`src/hdl/fdt_pkg.sv`:
```
// ============================================================================
// fdt_pkg
// Shared types and constants for the open-file descriptor table.
// ============================================================================
package fdt_pkg;

	localparam int TABLE_SIZE_DEF = 16;
	localparam int FIRST_SLOT     = 2;
	localparam int OWNER_W        = 8;
	localparam int HANDLE_W       = 16;
	localparam int SLOT_OUT_W     = 4;

	typedef enum logic [2:0] {
		OP_ADD       = 3'd0,
		OP_REMOVE    = 3'd1,
		OP_GET       = 3'd2,
		OP_CLOSE_ALL = 3'd3,
		OP_FORK      = 3'd4
	} op_t;

	typedef enum logic [2:0] {
		ST_OK        = 3'd0,
		ST_FULL      = 3'd1,
		ST_NOT_FOUND = 3'd2,
		ST_CONSOLE   = 3'd3,
		ST_RANGE     = 3'd4,
		ST_NO_ROOM   = 3'd5,
		ST_SAME_TID  = 3'd6
	} status_t;

	typedef struct packed {
		logic [2:0]          op;
		logic [OWNER_W-1:0]  tid;
		logic [7:0]          slot_id;
		logic [HANDLE_W-1:0] handle_in;
		logic [OWNER_W-1:0]  new_tid;
	} item_t;

	typedef struct packed {
		status_t               status;
		logic [SLOT_OUT_W-1:0] slot;
		logic [HANDLE_W-1:0]   handle_out;
	} res_t;

	typedef struct packed {
		logic rd;
		logic wr;
	} mem_ctl_t;

endpackage

```
`src/hdl/fdt_in_if.sv`:
```
// ============================================================================
// fdt_in_if
// Request channel of the descriptor table: one operation per item.
// ============================================================================
interface fdt_in_if;
	import fdt_pkg::*;

	logic                valid;
	logic                ready;
	logic [2:0]          op;
	logic [OWNER_W-1:0]  tid;
	logic [7:0]          slot_id;
	logic [HANDLE_W-1:0] handle_in;
	logic [OWNER_W-1:0]  new_tid;

	modport source (output valid, output op, output tid, output slot_id,
		output handle_in, output new_tid, input ready);
	modport sink (input valid, input op, input tid, input slot_id,
		input handle_in, input new_tid, output ready);
endinterface

```
`src/hdl/fdt_out_if.sv`:
```
// ============================================================================
// fdt_out_if
// Response channel of the descriptor table: one result per request.
// ============================================================================
interface fdt_out_if;
	import fdt_pkg::*;

	logic                  valid;
	logic                  ready;
	logic [2:0]            status;
	logic [SLOT_OUT_W-1:0] slot;
	logic [HANDLE_W-1:0]   handle_out;

	modport source (output valid, output status, output slot, output handle_out,
		input ready);
	modport sink (input valid, input status, input slot, input handle_out,
		output ready);
endinterface

```
`src/hdl/fdt_mem.sv`:
```
// ============================================================================
// fdt_mem
// Simple dual-port entry store: one write and one registered read per cycle.
// ============================================================================
module fdt_mem #(
	parameter int DEPTH = 16,
	parameter int WIDTH = 8
) (
	input  logic                     clk,
	input  fdt_pkg::mem_ctl_t        ctl,
	input  logic [$clog2(DEPTH)-1:0] rd_addr,
	input  logic [$clog2(DEPTH)-1:0] wr_addr,
	input  logic [WIDTH-1:0]         wr_data,
	output logic [WIDTH-1:0]         rd_data
);
	logic [WIDTH-1:0] mem_q [DEPTH];
	logic [WIDTH-1:0] rd_data_q;

	// read returns the old word on a same-address write
	always_ff @(posedge clk) begin
		if (ctl.wr) begin
			mem_q[wr_addr] <= wr_data;
		end
		if (ctl.rd) begin
			rd_data_q <= mem_q[rd_addr];
		end
	end

	assign rd_data = rd_data_q;
endmodule

```
`src/hdl/fdt_seq.sv`:
```
// ============================================================================
// fdt_seq
// Operation sequencer: valid bits, slot scans and read-modify-write of the
// entry store.
// ============================================================================
module fdt_seq #(
	parameter int TABLE_SIZE = fdt_pkg::TABLE_SIZE_DEF
) (
	input  logic                          clk,
	input  logic                          arst_n,
	input  logic                          start,
	input  fdt_pkg::item_t                item,
	output logic                          idle,
	output logic                          res_valid,
	input  logic                          res_ready,
	output fdt_pkg::res_t                 res,
	output fdt_pkg::mem_ctl_t             mem_ctl,
	output logic [$clog2(TABLE_SIZE)-1:0] rd_addr,
	output logic [$clog2(TABLE_SIZE)-1:0] wr_addr,
	output logic [fdt_pkg::OWNER_W+$clog2(TABLE_SIZE)+fdt_pkg::HANDLE_W-1:0] wr_data,
	input  logic [fdt_pkg::OWNER_W+$clog2(TABLE_SIZE)+fdt_pkg::HANDLE_W-1:0] rd_data
);
	import fdt_pkg::*;

	localparam int IDX_W  = $clog2(TABLE_SIZE);
	localparam int PTR_W  = $clog2(TABLE_SIZE + 1);
	localparam int WORD_W = OWNER_W + IDX_W + HANDLE_W;

	typedef enum logic [2:0] {
		S_IDLE,
		S_ADD,
		S_MATCH,
		S_CLOSE,
		S_COUNT,
		S_COPY,
		S_DONE
	} state_t;

	state_t              state_q;
	logic [TABLE_SIZE-1:0] valid_q;
	logic [2:0]          op_q;
	logic [OWNER_W-1:0]  tid_q;
	logic [OWNER_W-1:0]  child_q;
	logic [IDX_W-1:0]    id_q;
	logic [HANDLE_W-1:0] handle_q;
	logic [PTR_W-1:0]    ptr_q;
	logic [PTR_W-1:0]    dst_q;
	logic [PTR_W-1:0]    left_q;
	logic [PTR_W-1:0]    owned_q;
	res_t                res_q;

	// read stage: slot whose word arrives from the store this cycle
	logic                rd_vld_s1;
	logic                rd_direct_s1;
	logic                rd_stale_s1;
	logic [IDX_W-1:0]    rd_addr_s1;

	logic [OWNER_W-1:0]  rd_owner;
	logic [IDX_W-1:0]    rd_fork;
	logic [HANDLE_W-1:0] rd_handle;
	logic [IDX_W-1:0]    ptr_idx;
	logic [IDX_W-1:0]    dst_idx;
	logic                ptr_end;
	logic                dst_end;
	logic                s1_valid;
	logic                own_s1;
	logic                match_hit;
	logic                dst_free;
	logic                add_wr;
	logic                copy_wr;
	logic                copy_stall;
	logic                scan_rd;
	logic                start_rd;
	logic                stale_nxt;
	logic                adv;
	logic                scanning;

	assign rd_owner  = rd_data[WORD_W-1 -: OWNER_W];
	assign rd_fork   = rd_data[HANDLE_W +: IDX_W];
	assign rd_handle = rd_data[HANDLE_W-1:0];
	assign ptr_idx   = ptr_q[IDX_W-1:0];
	assign dst_idx   = dst_q[IDX_W-1:0];
	assign ptr_end   = (ptr_q == PTR_W'(TABLE_SIZE));
	assign dst_end   = (dst_q == PTR_W'(TABLE_SIZE));

	assign s1_valid  = valid_q[rd_addr_s1];
	assign own_s1    = rd_vld_s1 && s1_valid && (rd_owner == tid_q) && !rd_stale_s1;
	assign match_hit = own_s1 && (rd_direct_s1 || (rd_fork == id_q));
	assign dst_free  = !dst_end && !valid_q[dst_idx];

	assign add_wr     = (state_q == S_ADD) && !ptr_end && !valid_q[ptr_idx];
	assign copy_wr    = (state_q == S_COPY) && own_s1 && dst_free;
	assign copy_stall = (state_q == S_COPY) && own_s1 && !dst_free;

	assign scanning = (state_q == S_MATCH) || (state_q == S_CLOSE) ||
		(state_q == S_COUNT) || (state_q == S_COPY);
	assign adv      = scanning && !copy_stall && !((state_q == S_MATCH) && match_hit);
	assign scan_rd  = adv && !ptr_end;
	assign start_rd = start && ((item.op == OP_REMOVE) || (item.op == OP_GET));
	// a copy landing on the slot being read: the returned word is the old one
	assign stale_nxt = copy_wr && scan_rd && (ptr_idx == dst_idx);

	always_comb begin
		mem_ctl.rd = scan_rd || start_rd;
		mem_ctl.wr = add_wr || copy_wr;
		rd_addr    = (state_q == S_IDLE) ? item.slot_id[IDX_W-1:0] : ptr_idx;
		wr_addr    = (state_q == S_ADD) ? ptr_idx : dst_idx;
		wr_data    = (state_q == S_ADD) ? {tid_q, IDX_W'(0), handle_q}
			: {child_q, rd_addr_s1, rd_handle};
	end

	assign idle      = (state_q == S_IDLE);
	assign res_valid = (state_q == S_DONE);
	assign res       = res_q;

	always_ff @(posedge clk or negedge arst_n) begin
		if (!arst_n) begin
			state_q      <= S_IDLE;
			valid_q      <= '0;
			op_q         <= '0;
			tid_q        <= '0;
			child_q      <= '0;
			id_q         <= '0;
			handle_q     <= '0;
			ptr_q        <= '0;
			dst_q        <= '0;
			left_q       <= '0;
			owned_q      <= '0;
			res_q        <= '0;
			rd_vld_s1    <= 1'b0;
			rd_direct_s1 <= 1'b0;
			rd_stale_s1  <= 1'b0;
			rd_addr_s1   <= '0;
		end else begin
			// advance the read stage
			if (adv) begin
				rd_vld_s1    <= scan_rd;
				rd_direct_s1 <= 1'b0;
				rd_stale_s1  <= stale_nxt;
				rd_addr_s1   <= ptr_idx;
				if (scan_rd) begin
					ptr_q <= ptr_q + PTR_W'(1);
				end
			end

			unique case (state_q)
				S_IDLE: begin
					if (start) begin
						op_q         <= item.op;
						tid_q        <= item.tid;
						child_q      <= item.new_tid;
						id_q         <= item.slot_id[IDX_W-1:0];
						handle_q     <= item.handle_in;
						ptr_q        <= PTR_W'(FIRST_SLOT);
						dst_q        <= PTR_W'(FIRST_SLOT);
						left_q       <= '0;
						owned_q      <= '0;
						res_q        <= '0;
						rd_vld_s1    <= 1'b0;
						rd_direct_s1 <= 1'b1;
						rd_stale_s1  <= 1'b0;
						rd_addr_s1   <= item.slot_id[IDX_W-1:0];
						unique case (item.op)
							OP_ADD: begin
								state_q <= S_ADD;
							end
							OP_REMOVE, OP_GET: begin
								if (item.slot_id < 8'(FIRST_SLOT)) begin
									res_q.status <= ST_CONSOLE;
									state_q      <= S_DONE;
								end else if ({1'b0, item.slot_id} >= 9'(TABLE_SIZE)) begin
									res_q.status <= ST_RANGE;
									state_q      <= S_DONE;
								end else begin
									rd_vld_s1 <= 1'b1;
									state_q   <= S_MATCH;
								end
							end
							OP_CLOSE_ALL: begin
								state_q <= S_CLOSE;
							end
							OP_FORK: begin
								if (item.new_tid == item.tid) begin
									res_q.status <= ST_SAME_TID;
									state_q      <= S_DONE;
								end else begin
									state_q <= S_COUNT;
								end
							end
							default: begin
								res_q.status <= ST_RANGE;
								state_q      <= S_DONE;
							end
						endcase
					end
				end
				S_ADD: begin
					if (ptr_end) begin
						res_q.status <= ST_FULL;
						state_q      <= S_DONE;
					end else if (add_wr) begin
						valid_q[ptr_idx] <= 1'b1;
						res_q.slot       <= SLOT_OUT_W'(ptr_q);
						state_q          <= S_DONE;
					end else begin
						ptr_q <= ptr_q + PTR_W'(1);
					end
				end
				S_MATCH: begin
					if (match_hit) begin
						if (op_q == OP_REMOVE) begin
							valid_q[rd_addr_s1] <= 1'b0;
						end else begin
							res_q.handle_out <= rd_handle;
						end
						state_q <= S_DONE;
					end else if (!rd_vld_s1 && ptr_end) begin
						res_q.status <= ST_NOT_FOUND;
						state_q      <= S_DONE;
					end
				end
				S_CLOSE: begin
					if (own_s1) begin
						valid_q[rd_addr_s1] <= 1'b0;
					end
					if (!rd_vld_s1 && ptr_end) begin
						state_q <= S_DONE;
					end
				end
				S_COUNT: begin
					if (rd_vld_s1) begin
						left_q  <= left_q + PTR_W'(!s1_valid);
						owned_q <= owned_q + PTR_W'(s1_valid && (rd_owner == tid_q));
					end
					if (!rd_vld_s1 && ptr_end) begin
						if (left_q < owned_q) begin
							res_q.status <= ST_NO_ROOM;
							state_q      <= S_DONE;
						end else begin
							ptr_q   <= PTR_W'(FIRST_SLOT);
							state_q <= S_COPY;
						end
					end
				end
				S_COPY: begin
					if (own_s1 && dst_end) begin
						state_q <= S_DONE;
					end else if (copy_wr) begin
						valid_q[dst_idx] <= 1'b1;
						dst_q            <= dst_q + PTR_W'(1);
					end else if (copy_stall) begin
						// hold the source, step past an occupied slot
						dst_q <= dst_q + PTR_W'(1);
					end else if (!rd_vld_s1 && ptr_end) begin
						state_q <= S_DONE;
					end
				end
				S_DONE: begin
					if (res_ready) begin
						state_q <= S_IDLE;
					end
				end
				default: begin
					state_q <= S_IDLE;
				end
			endcase
		end
	end

	// console slots are never handed out
	a_console_free: assert property (@(posedge clk) disable iff (!arst_n)
		!valid_q[0] && !valid_q[1])
		else $error("console slot marked in use");

	// the store is only written into a free slot
	a_write_free: assert property (@(posedge clk) disable iff (!arst_n)
		mem_ctl.wr |-> !valid_q[wr_addr])
		else $error("write into an occupied slot");

	// the room check guarantees a destination for every copied slot
	a_copy_room: assert property (@(posedge clk) disable iff (!arst_n)
		(state_q == S_COPY) && own_s1 |-> !dst_end)
		else $error("fork copy ran out of free slots");

	// a pending result is held until taken
	a_res_hold: assert property (@(posedge clk) disable iff (!arst_n)
		(state_q == S_DONE) && !res_ready |=> (state_q == S_DONE) && $stable(res_q))
		else $error("result changed before hand-off");
endmodule

```
`src/hdl/open_file_descriptor_table.sv`:
```
// ============================================================================
// open_file_descriptor_table
// Per-thread open-file table: add, remove, get, close-all and fork-copy over
// TABLE_SIZE slots, with slots 0 and 1 reserved for the console.
// ============================================================================
//
//  channel  direction  handshake        payload
//  -------  ---------  ---------------  ---------------------------------------
//  req      in         valid / ready    op, tid, slot_id, handle_in, new_tid
//  rsp      out        valid / ready    status, slot, handle_out
//
//  One item is worked on at a time; req.ready is high only while the
//  sequencer is idle. Each item walks the slots one per cycle: add scans
//  the valid bits, the others read the entry store's single read port,
//  and a fork-copy holds its source while it steps past taken slots.
//  Errors found from the request alone skip the walk; every result passes
//  through the output register to rsp. Reset clears every valid bit at once;
//  store contents are left as they are. A stalled rsp holds its item in the
//  output register while the next result waits in the sequencer.
//
module open_file_descriptor_table #(
	parameter int TABLE_SIZE = fdt_pkg::TABLE_SIZE_DEF
) (
	input logic       clk,
	input logic       arst_n,
	fdt_in_if.sink    req,
	fdt_out_if.source rsp
);
	import fdt_pkg::*;

	localparam int IDX_W  = $clog2(TABLE_SIZE);
	localparam int WORD_W = OWNER_W + IDX_W + HANDLE_W;

	item_t             item;
	logic              start;
	logic              seq_idle;
	logic              res_valid;
	logic              res_ready;
	res_t              res;
	mem_ctl_t          mem_ctl;
	logic [IDX_W-1:0]  rd_addr;
	logic [IDX_W-1:0]  wr_addr;
	logic [WORD_W-1:0] wr_data;
	logic [WORD_W-1:0] rd_data;

	logic              rsp_vld_q;
	res_t              rsp_q;

	// gather the request fields
	always_comb begin
		item.op        = req.op;
		item.tid       = req.tid;
		item.slot_id   = req.slot_id;
		item.handle_in = req.handle_in;
		item.new_tid   = req.new_tid;
	end

	assign req.ready = seq_idle;
	assign start     = req.valid && seq_idle;

	// entry store: owner, fork source and handle of each slot
	fdt_mem #(
		.DEPTH (TABLE_SIZE),
		.WIDTH (WORD_W)
	) u_mem (
		.clk     (clk),
		.ctl     (mem_ctl),
		.rd_addr (rd_addr),
		.wr_addr (wr_addr),
		.wr_data (wr_data),
		.rd_data (rd_data)
	);

	fdt_seq #(
		.TABLE_SIZE (TABLE_SIZE)
	) u_seq (
		.clk       (clk),
		.arst_n    (arst_n),
		.start     (start),
		.item      (item),
		.idle      (seq_idle),
		.res_valid (res_valid),
		.res_ready (res_ready),
		.res       (res),
		.mem_ctl   (mem_ctl),
		.rd_addr   (rd_addr),
		.wr_addr   (wr_addr),
		.wr_data   (wr_data),
		.rd_data   (rd_data)
	);

	// output register: take a new result when empty or being drained
	assign res_ready = !rsp_vld_q || rsp.ready;

	always_ff @(posedge clk or negedge arst_n) begin
		if (!arst_n) begin
			rsp_vld_q <= 1'b0;
			rsp_q     <= '0;
		end else begin
			if (res_valid && res_ready) begin
				rsp_vld_q <= 1'b1;
				rsp_q     <= res;
			end else if (rsp.ready) begin
				rsp_vld_q <= 1'b0;
			end
		end
	end

	assign rsp.valid      = rsp_vld_q;
	assign rsp.status     = rsp_q.status;
	assign rsp.slot       = rsp_q.slot;
	assign rsp.handle_out = rsp_q.handle_out;
endmodule

```
`src/flat_wrapper.sv`:
```
// flat-port wrapper written by rule: the top's interface ports become plain ports
module open_file_descriptor_table_flat import fdt_pkg::*;
#(
	parameter int TABLE_SIZE = fdt_pkg::TABLE_SIZE_DEF
)
  (clk, arst_n, req_valid, req_op, req_tid, req_slot_id, req_handle_in, req_new_tid, req_ready, rsp_valid, rsp_status, rsp_slot, rsp_handle_out, rsp_ready);
  fdt_in_if req_i ();
  fdt_out_if rsp_i ();
  input logic clk;
  input logic arst_n;
  input wire logic [$bits(req_i.valid)-1:0] req_valid;
  input wire logic [$bits(req_i.op)-1:0] req_op;
  input wire logic [$bits(req_i.tid)-1:0] req_tid;
  input wire logic [$bits(req_i.slot_id)-1:0] req_slot_id;
  input wire logic [$bits(req_i.handle_in)-1:0] req_handle_in;
  input wire logic [$bits(req_i.new_tid)-1:0] req_new_tid;
  output wire logic [$bits(req_i.ready)-1:0] req_ready;
  output wire logic [$bits(rsp_i.valid)-1:0] rsp_valid;
  output wire logic [$bits(rsp_i.status)-1:0] rsp_status;
  output wire logic [$bits(rsp_i.slot)-1:0] rsp_slot;
  output wire logic [$bits(rsp_i.handle_out)-1:0] rsp_handle_out;
  input wire logic [$bits(rsp_i.ready)-1:0] rsp_ready;
  assign req_i.valid = req_valid;
  assign req_i.op = req_op;
  assign req_i.tid = req_tid;
  assign req_i.slot_id = req_slot_id;
  assign req_i.handle_in = req_handle_in;
  assign req_i.new_tid = req_new_tid;
  assign req_ready = req_i.ready;
  assign rsp_valid = rsp_i.valid;
  assign rsp_status = rsp_i.status;
  assign rsp_slot = rsp_i.slot;
  assign rsp_handle_out = rsp_i.handle_out;
  assign rsp_i.ready = rsp_ready;
  open_file_descriptor_table #(.TABLE_SIZE(TABLE_SIZE)) u_core (.clk(clk), .arst_n(arst_n), .req(req_i), .rsp(rsp_i));
endmodule
```
`config.mk`:
```
export PLATFORM = sky130hd
export DESIGN_NAME = open_file_descriptor_table_flat
export DESIGN_NICKNAME = d
export VERILOG_FILES = /design/src/hdl/fdt_pkg.sv /design/src/hdl/fdt_in_if.sv /design/src/hdl/fdt_out_if.sv /design/src/hdl/fdt_mem.sv /design/src/hdl/fdt_seq.sv /design/src/hdl/open_file_descriptor_table.sv /design/src/flat_wrapper.sv
export SDC_FILE = /design/constraint.sdc
export NUM_CORES = 1
export LEC_CHECK = 0
export ABC_AREA = 1
export BUFFER_PORTS_ARGS = -buffer_cell sky130_fd_sc_hd__buf_2
export CORE_ASPECT_RATIO = 2
export CORE_MARGIN = 2
export CORE_UTILIZATION = 60
export CTS_CLUSTER_DIAMETER = 150
export DETAILED_ROUTE_END_ITERATION = 10
export PLACE_DENSITY = 0.77
export REMOVE_ABC_BUFFERS = 1
export SETUP_SLACK_MARGIN = 0.3
export SLEW_MARGIN = 0
export SYNTH_ARGS = -nofsm -noshare
export SYNTH_HDL_FRONTEND = slang
export SYNTH_HIERARCHICAL = 1
export SYNTH_SLANG_ARGS = --single-unit
```
`constraint.sdc`:
```
create_clock -name clk -period 6.3 [get_ports clk]
set_input_delay 0.63 -clock clk [delete_from_list [all_inputs] [get_ports clk]]
set_output_delay 0.63 -clock clk [all_outputs]
set_load 0.1 [all_outputs]
```
-- Word-level counts from Yosys, hierarchy flattened
Memory sizes are Yosys's and may differ from the RTL's. A register that Yosys moved wholly into a read port is not among the register bits.
Index checks and enable logic that the tools add are counted.
- output and inout port bits: 25
- bits in writable memories: 448
- bits of input ports: 47
- word-level logic and storage cells: 233
- register bits after elaboration: 132
- memories: 1
- memory list (name ; words ; width ; read ports ; clocked after memory_dff ; write ports ; line ; text):
    u_core.u_mem.mem_q ; 16 ; 28 ; 1 ; 1 ; 1 ; fdt_mem.sv:16 ; logic [WIDTH-1:0] mem_q [DEPTH];
- reduce and logical (&&, ||, !) cells: 63
- mux-type cells: 93
- equality and inequality tests: 37
- bitwise logic cells: 4
- add/sub/neg operators: 4
- magnitude comparators: 9
- operators by type and width (cell ; number):
    2-to-1 mux 16 bit ; 9
    2-to-1 mux 5 bit ; 14
    one-hot mux 16 bit (4 select lines) ; 1
    2-to-1 mux 3 bit ; 20
    OR 16 bit ; 2
    one-hot mux 16 bit (2 select lines) ; 1
    one-hot mux 5 bit (2 select lines) ; 3
    2-to-1 mux 28 bit ; 1
    2-to-1 mux 4 bit ; 7
    logical AND 1 bit ; 25
    != test 2 bit, second input constant ; 12
    one-hot mux 3 bit (4 select lines) ; 2
    2-to-1 mux 23 bit ; 1
    2-to-1 mux 1 bit ; 22
    one-hot mux 3 bit (7 select lines) ; 1
    bitwise AND 16 bit ; 1
    equality test 8 bit ; 2
    inverter 16 bit ; 1
    < comparator 4 x 5 -> 1 bit, second input constant ; 3
    one-hot mux 5 bit (3 select lines) ; 1
    binary-select mux 1 bit (select 4 bit) ; 3
    demux 1 bit (select 4 bit) ; 3
    equality test 3 x 2 -> 1 bit, second input constant ; 4
    equality test 3 bit, second input constant ; 4
    27 further kinds ; 67

-- Depth between registers and ports, before layout
Gate-level depths: netlist of run 1.
- depth in word-level cells: 16
- gate-level depth with buffers: 18
- depth with buffers taken out: 17

-- Modules after synthesis
Netlist of run 1, hierarchy kept.
- by module, submodules not included (module ; sequential area each (sq um) ; area each (sq um) ; cells each ; times used):
    fdt_mem ; 14293.7 ; 20063.0 ; 1858 ; 1
    fdt_seq ; 2702.6 ; 6932.9 ; 1003 ; 1
    open_file_descriptor_table ; 600.6 ; 983.4 ; 105 ; 1

-- Worst setup path after synthesis of run 1
OpenSTA, ideal clock, no wires.
- path kind: reg2reg
- start point: register u_core.u_seq.state_q[1]
- end point: register u_core.u_mem.rd_data_q[0], in the netlist u_core/u_mem/rd_data[0], read port of u_core.u_mem.mem_q (enable)
- required time: 5848 ps
- path buffers: 1
- arrival time: 4149 ps
- library setup time: 452 ps
- slack: 1699 ps
- cell stages (with the launch flop): 9
- clock period less this slack: 4601 ps
- cells stage by stage: dfrtp_1 > nor2_1 > inv_1 > nor2_1 > clkbuf_1 > nand2_1 > inv_1 > inv_1 > o21ai_0
- RTL lines (element ; line ; text):
    start: declaration ; fdt_seq.sv:39 ; state_t state_q;
    start signal: assignment ; fdt_seq.sv:118 ; state_q <= S_IDLE;
    start signal: assignment ; fdt_seq.sv:165 ; state_q <= S_ADD;
    start signal: assignment ; fdt_seq.sv:170 ; state_q <= S_DONE;
    end: declaration ; fdt_mem.sv:17 ; logic [WIDTH-1:0] rd_data_q;

-- Worst setup path in the final report of run 1
- start point: register u_core.u_seq.state_q[1]
- end point: register u_core.u_mem.rd_data_q[4], in the netlist u_core/u_mem/rd_data[4], read port of u_core.u_mem.mem_q (data pin)
- elaborated cells between the ends (all ways): 20
- those cells by class: eq/ne: 4; mux: 1; reduce/logical: 15
- RTL lines (element ; line ; text):
    logical NOT 3 bit ; fdt_seq.sv:106 ; rd_addr = (state_q == S_IDLE) ? item.slot_id[IDX_W-1:0] : ptr_idx;
    2-to-1 mux 4 bit ; fdt_seq.sv:106 ;
    named net u_core.rd_addr[1] ; open_file_descriptor_table.sv:41 ; logic [IDX_W-1:0] rd_addr;
The timed path passes the listed nets, and every way through them passes these cells.
A chain may end at the register's enable or synchronous reset.

==> results of run 1 <==
-- through the flow --
stage                     hold slack (ns)  setup TNS (ns)  worst slack (ns)  cell area, µm²  utilization [%]
after detailed placement           0.4565               0             2.137           28760            62.01
after global placement             0.4512               0             2.221           28760            62.01
after CTS                          0.1419               0             2.136           30630            66.03
after floorplan                    0.3344         -366.63            -13.10           27240                -
after global routing               0.1777               0             1.750           30630            66.03
final                              0.1129               0             2.001           30630            66.03
-- worst max-delay path by stage --
| stage | start | end | slack [ns] | depth (start not counted) |
|---|---|---|---|---|
| 2_1_floorplan | u_core/u_seq/state_q[1]$_DFFE_PN0P_ | u_core/u_mem/rd_data[10]$_DFFE_PP_ | -13.10 | 11 |
| 3_3_place_gp | u_core/u_seq/state_q[1]$_DFFE_PN0P_ | u_core/u_mem/rd_data[2]$_DFFE_PP_ | 2.22 | 12 |
| 3_5_place_dp | u_core/u_seq/state_q[1]$_DFFE_PN0P_ | u_core/u_mem/rd_data[9]$_DFFE_PP_ | 2.14 | 12 |
| 4_1_cts | u_core/u_seq/state_q[1]$_DFFE_PN0P_ | u_core/u_mem/rd_data[2]$_DFFE_PP_ | 2.14 | 12 |
| 5_1_grt | u_core/u_seq/state_q[1]$_DFFE_PN0P_ | u_core/u_mem/rd_data[20]$_DFFE_PP_ | 1.75 | 12 |
| 6_report | u_core/u_seq/state_q[1]$_DFFE_PN0P_ | u_core/u_mem/rd_data[4]$_DFFE_PP_ | 2.00 | 12 |
-- power by group --
part           total, W  internal, W  leakage, nW  switching (W)
Combinational   0.00704      0.00169         6.82        0.00534
Clock           0.00346      0.00196        0.913        0.00150
Sequential      0.00597      0.00552         6.06       0.000453
-- cell usage in the layout (no fill, tap or decap), drive strengths merged, types with 2 or more instances in the layout --
| cell | instances |
|---|---|
| nor2 | 78 |
| a21oi | 25 |
| ha | 16 |
| o211ai | 4 |
| o221ai | 2 |
| xor2 | 19 |
| nor4 | 2 |
| a32oi | 3 |
| o21ai | 115 |
| nand3 | 401 |
| xnor2 | 9 |
| a32o | 8 |
| bufinv | 7 |
| a31oi | 3 |
| inv | 444 |
| clkinvlp | 2 |
| nand2 | 1043 |
| dfrtp | 132 |
| o31ai | 4 |
| clkbuf | 67 |
| o22ai | 3 |
| nand4 | 27 |
| nor3 | 9 |
| edfxtp | 476 |
| buf | 92 |
| nand3b | 2 |
| clkinv | 21 |
-- critical path: cells and delay by family, from the launching register on --
family	cells	cell delay (ns)
simple gates	7	1.23
buf+inv	4	2.13
compound gates	1	0.09
flops	1	0.47
-- cells by family (layout without fill, tap and decap cells) --
logic type / after synthesis / in the layout / share of synthesized area [%]
AND/OR/NAND/NOR: 1563 / 1563 / 23.52
adder cells (fa/ha/maj): 16 / 16 / 0.7155
XOR/XNOR: 28 / 28 / 0.8765
AO/OA/AOI/OAI: 171 / 171 / 3.417
buffers and inverters: 580 / 633 / 8.582
flip-flops: 608 / 608 / 62.89
-- flip-flops by register name, indices dropped and copies added (netlist names) --
name                       flops
u_core/u_mem/mem_q           448
u_core/u_seq/owned_q           5
u_core/u_seq/tid_q             8
u_core/u_mem/rd_data          28
u_core/u_seq/rd_vld_s1         1
u_core/u_seq/state_q           3
u_core/u_seq/op_q              3
u_core/u_seq/handle_q         16
u_core/rsp.handle_out         16
u_core/rsp.valid               1
u_core/u_seq/ptr_q             5
u_core/u_seq/rd_stale_s1       1
u_core/u_seq/child_q           8
u_core/u_seq/rd_direct_s1      1
u_core/u_seq/rd_addr_s1        4
u_core/u_seq/valid_q          16
u_core/u_seq/dst_q             5
u_core/u_seq/left_q            5
u_core/rsp.slot                4
u_core/u_seq/id_q              4
u_core/rsp.status              3
u_core/u_seq/res              23
-- area by class of cell --
| class | instances | area [µm²] | share of cell area (%) |
|---|---|---|---|
| Sequential cell | 608 | 17600 | 57.46 |
| Multi-Input combinational cell | 1778 | 8173 | 26.69 |
| Inverter | 442 | 1665 | 5.438 |
| Clock buffer | 67 | 1470 | 4.800 |
| Tap cell | 627 | 784.5 | 2.562 |
| Timing Repair Buffer | 92 | 544.3 | 1.777 |
| Clock inverter | 32 | 391.6 | 1.279 |
-- layer usage --
| metal | wire [µm] | global-route usage (%) |
|---|---|---|
| met1 | 28180 | 40.85 |
| met2 | 36960 | 53.29 |
| met3 | 6240 | 4.777 |
| met4 | 3896 | 15.19 |
| met5 | 0 | 0 |
==> flow_summary.toml, run 1 <==
[status]
status = "finished, final reports clean"

[floorplan]
die_h_um = 309.4
die-area_um2 = 48480
fp-row-count = 112
start_util_pct = 60.32
ios = 72
core-area_um2 = 46380
chipWidth_um = 156.7

[logic_synthesis]
synth_area_leaders = "edfxtp_1 51%, nand2_1 14%, dfrtp_1 12%, nand3_1 7.1%, inv_1 5.7%"
yosysWarnings = 6
yosysMostFrequentCell = "nand2_1"
synth_edf_count = 476
syn-mean-instance-area_um2 = 9.433
synth_largest_area_cell = "edfxtp_1"
synth-main-ff-cell = "edfxtp_1"
synth_commonest_cells = "1034 x nand2_1, 476 x edfxtp_1, 428 x inv_1"
ys_types = 44
netlist_instances = 2966
syn_area_um2 = 27980
synth_seq_cells = 608
synthArstFlopShare_pct = 21.71
synth_top_area_share_pct = 51.09
synth_seq_area_share_pct = 62.89

[place]
portBuffers = 71
hpwl_um = 44300
dp.cells = 3547
place_congestion = 0.9366

[worst_hold_path]
hp-class = "input pin to asynchronous set/reset pin"

[clock_tree]
clock_latency_ns = 0.62
numCtsBuffers = 53
clk_path_buf_depth = 3
cts_tree = "done"
cts_max_level = 2
cts.clk_slew.worst_paths_ns = 0.07
root_buffer = "clkbuf_16"
cts_setup_buffers = 0
cts_resized = 0
cts_sinks = 608
cts_hold_buf = 0

[layout]
fill_cells = 3555
diodes = 0
syn2layout_area_growth_pct = 9.458
layout-drive-gt1-share_pct = 7.983
nNetsFinal = 3038
final_cell_count_no_fill = 3646

[timing]
finalCriticalPeriod_ns = 4.299
clock_skew_ns = 0.03867
timing.slew.headroom_pct = 12.14
rsz0062_at_grt = "false"
period_share_pct = 68.24
worst_pin_slew_ns = 1.315
max_freq_ghz = 0.2326
drv_slew = 0
setup_viol = 0
finalHoldViolCount = 0

[detailed_routing]
wl_per_cell_um = 20.65
drt_wl_total_um = 75270
first_pass_iters = 6
drtIter0Drc = 2420
final_antenna_net_count = 0
vias = 20760
drc = 0
avgViaCountPerCell = 5.694

[worst_setup_path]
startpoint_type = "flip-flop"
worst_setup_path_end_kind = "flip-flop"
timing.rr.end = "u_core/u_mem/rd_data[4]$_DFFE_PP_"
cp.arrival_ns = 4.67
timing.rr.start = "u_core/u_seq/state_q[1]$_DFFE_PN0P_"
worst_ep_required_time_ns = 6.67
cp_common_cell = "nand3_1"
rr_worst_depth = 12
critPathMaxFanout = 61
path_cells = "nor2_1, inv_1, nor2_1, nand2_1, o21ai_4, buf_4, clkinv_2, buf_4, nand3_1, nand3_1, nand3_1, nand2_1"
critPathKind = "flip-flop to flip-flop"
max_stage_delay_ns = 0.94
rrSetupSlack_ns = 2.00
slowest_stage = "clkinv_2"

[power]
power.total_w = 0.01647
ir_drop_mv = 0.7285
power_density_nw_per_um2 = 537.7
leakagePower_nw = 13.79

[global_routing]
track_usage_pct = 31.84
grt_overflow = 0
grt_pass1_vias = 20590
antenna_found_initial = 0
grt_pass1_wl_um = 116300
grt_max_degree = 225

[job]
maxCapViolCount = 0
No activity file was read; power rests on OpenSTA's default activity.
==> inputs of run 2 (changes only) <==
==> constraint.sdc (replaced) <==
create_clock -name clk -period 4.1 [get_ports clk]
set_input_delay 0.41 -clock clk [delete_from_list [all_inputs] [get_ports clk]]
set_output_delay 0.41 -clock clk [all_outputs]
set_load 0.1 [all_outputs]
==> run 2 against run 1 <==
  * Register-to-register slack worse by 1.4 ns
  * Wire length up 3.5%
  * First-iteration DRC count up 12%
  * Worst hold slack worse by 0.085 ns
  * Sequential power up 52%
  * Flip-flop and latch count unchanged
==> flow_summary.toml, run 2 (synthesis results as in run 1) <==
[global_routing]
grt_pass1_wl_um = 117400
grt_max_degree = 144
antenna_found_initial = 0
grt_overflow = 0
track_usage_pct = 32.72
grt_pass1_vias = 20340

[power]
ir_drop_mv = 0.6329
power_density_nw_per_um2 = 839.7
power.total_w = 0.02596
leakagePower_nw = 13.96

[timing]
drv_slew = 0
timing.slew.headroom_pct = 8.703
finalHoldViolCount = 0
hold_slack_ns = 0.02765
setup_viol = 0
period_share_pct = 86.10
rsz0062_at_grt = "false"
max_freq_ghz = 0.2833
finalCriticalPeriod_ns = 3.530
worst_pin_slew_ns = 1.364
clock_skew_ns = 0.02413

[worst_setup_path]
cp_common_cell = "nand2_1"
slowest_stage = "dfrtp_1"
critPathMaxFanout = 16
worst_setup_path_end_kind = "flip-flop"
critPathKind = "flip-flop to flip-flop"
worst_ep_required_time_ns = 4.40
max_stage_delay_ns = 0.55
crit_start = "u_core/u_seq/rd_addr_s1[0]$_DFF_PN0_"
path_buf_inv = 2
startpoint_type = "flip-flop"
path_cells = "inv_2, nand2_1, nand2_1, nand2_1, nand2_1, nand2_1, nand2_1, nor2_2, nor2_4, nand2_2, nor2_4, nand3_2, nand2_1, nand3_1, nor2_4, buf_4"
timing.rr.start = "u_core/u_seq/rd_addr_s1[0]$_DFF_PN0_"
cp.arrival_ns = 3.83
path_delay_family = "simple AND/OR/NAND/NOR gates"

[layout]
final_util_pct = 66.65
final_cell_count_no_fill = 3681
nNetsFinal = 3075
diodes = 0
final_common_cell = "nand2_1"
largest_reg_flops = 448
syn2layout_area_growth_pct = 10.50
final_cell_mix = "1034 x nand2_1, 476 x edfxtp_1, 426 x inv_1"
top_register = "u_core/u_mem/mem_q"
layout-drive-gt1-share_pct = 8.612

[place]
hpwl_um = 49510
place_congestion = 0.9490
dp.cells = 3574
portBuffers = 71

[floorplan]
start_util_pct = 60.32
ios = 72
core-area_um2 = 46380
chipWidth_um = 156.7
die-area_um2 = 48480
die_h_um = 309.4
fp-row-count = 112

[detailed_routing]
vias = 20970
drtIter0Drc = 2720
drt_wl_total_um = 77900
drc = 0
wl_per_cell_um = 21.16
first_pass_iters = 6
avgViaCountPerCell = 5.696
final_antenna_net_count = 0

[status]
status = "finished, final reports clean"

[clock_tree]
clk_path_buf_depth = 3
cts_max_level = 2
numCtsBuffers = 51
cts_tree = "done"
cts_sinks = 608
root_buffer = "clkbuf_16"
cts_resized = 0
clock_latency_ns = 0.61
cts_setup_buffers = 0
cts.clk_slew.worst_paths_ns = 0.07

[worst_hold_path]
min_from = "req_handle_in[12]"
hp-class = "input pin to flip-flop"

[job]
maxCapViolCount = 0
[run 2: routing by layer]
metal,global-route usage (%),routed length [µm]
met5,0,0
met1,43.36,29520
met2,52.91,36810
met3,4.079,7041
met4,17.73,4536
[run 2: final timing paths]
kind | end | slack (ns) | depth (start not counted)
max | u_core/u_mem/mem_q[13][16]$_DFFE_PP_ | 0.57 | 16
min | u_core/u_seq/handle_q[12]$_DFFE_PN0P_ | 0.03 | 3
max reg2reg | u_core/u_mem/mem_q[13][16]$_DFFE_PP_ | 0.57 | 16
min reg2reg | u_core/rsp.handle_out[2]$_DFFE_PN0P_ | 0.47 | 2
max in group asynchronous | u_core/u_seq/handle_q[4]$_DFFE_PN0P_ | 2.72 | 3
min in group asynchronous | u_core/u_seq/valid_q[8]$_DFFE_PN0P_ | 0.39 | 2
[run 2: report_power, final]
| group | internal [W] | switching, W | leakage, nW | total (W) |
|---|---|---|---|---|
| Clock | 0.00292 | 0.00222 | 0.888 | 0.00515 |
| Combinational | 0.00271 | 0.00901 | 7.02 | 0.0117 |
| Sequential | 0.00849 | 0.000600 | 6.06 | 0.00909 |
[run 2: area by class of cell]
cell class | instances | area, µm²
sequential | 608 | 17600
fill | 3505 | 15470
multi-input combinational | 1778 | 8173
inverter | 442 | 1665
clock buffer | 71 | 1484
timing repair buffer | 131 | 904.6
tap | 627 | 784.5
clock inverter | 24 | 309.0
[run 2: timing repair]
action                                 in CTS  in global routing
hold buffers                               12                  0
endpoints found under the hold margin      80                  0
setup endpoints to repair                   0                  0
[run 2: stage by stage]
stage          instance area (µm²)  setup WS, ns  TNS, ns
6_report                     30920        0.5700        0
5_1_grt                      30920        0.3124        0
4_1_cts                      30920        0.5990        0
3_5_place_dp                 29000        0.6176        0
3_3_place_gp                 29000        0.6351        0
2_1_floorplan                27240        -15.30  -512.63
[run 2: worst reg2reg max path, stage by stage, from the launching register on]
cell     delay, ns
dfrtp_1       0.55
inv_2         0.23
nand2_1       0.07
nand2_1       0.06
nand2_1       0.05
nand2_1       0.08
nand2_1       0.05
nand2_1       0.08
nor2_2        0.08
nor2_4        0.14
nand2_2       0.11
nor2_4        0.13
nand3_2       0.11
nand2_1       0.26
nand3_1       0.37
nor2_4        0.51
buf_4         0.34
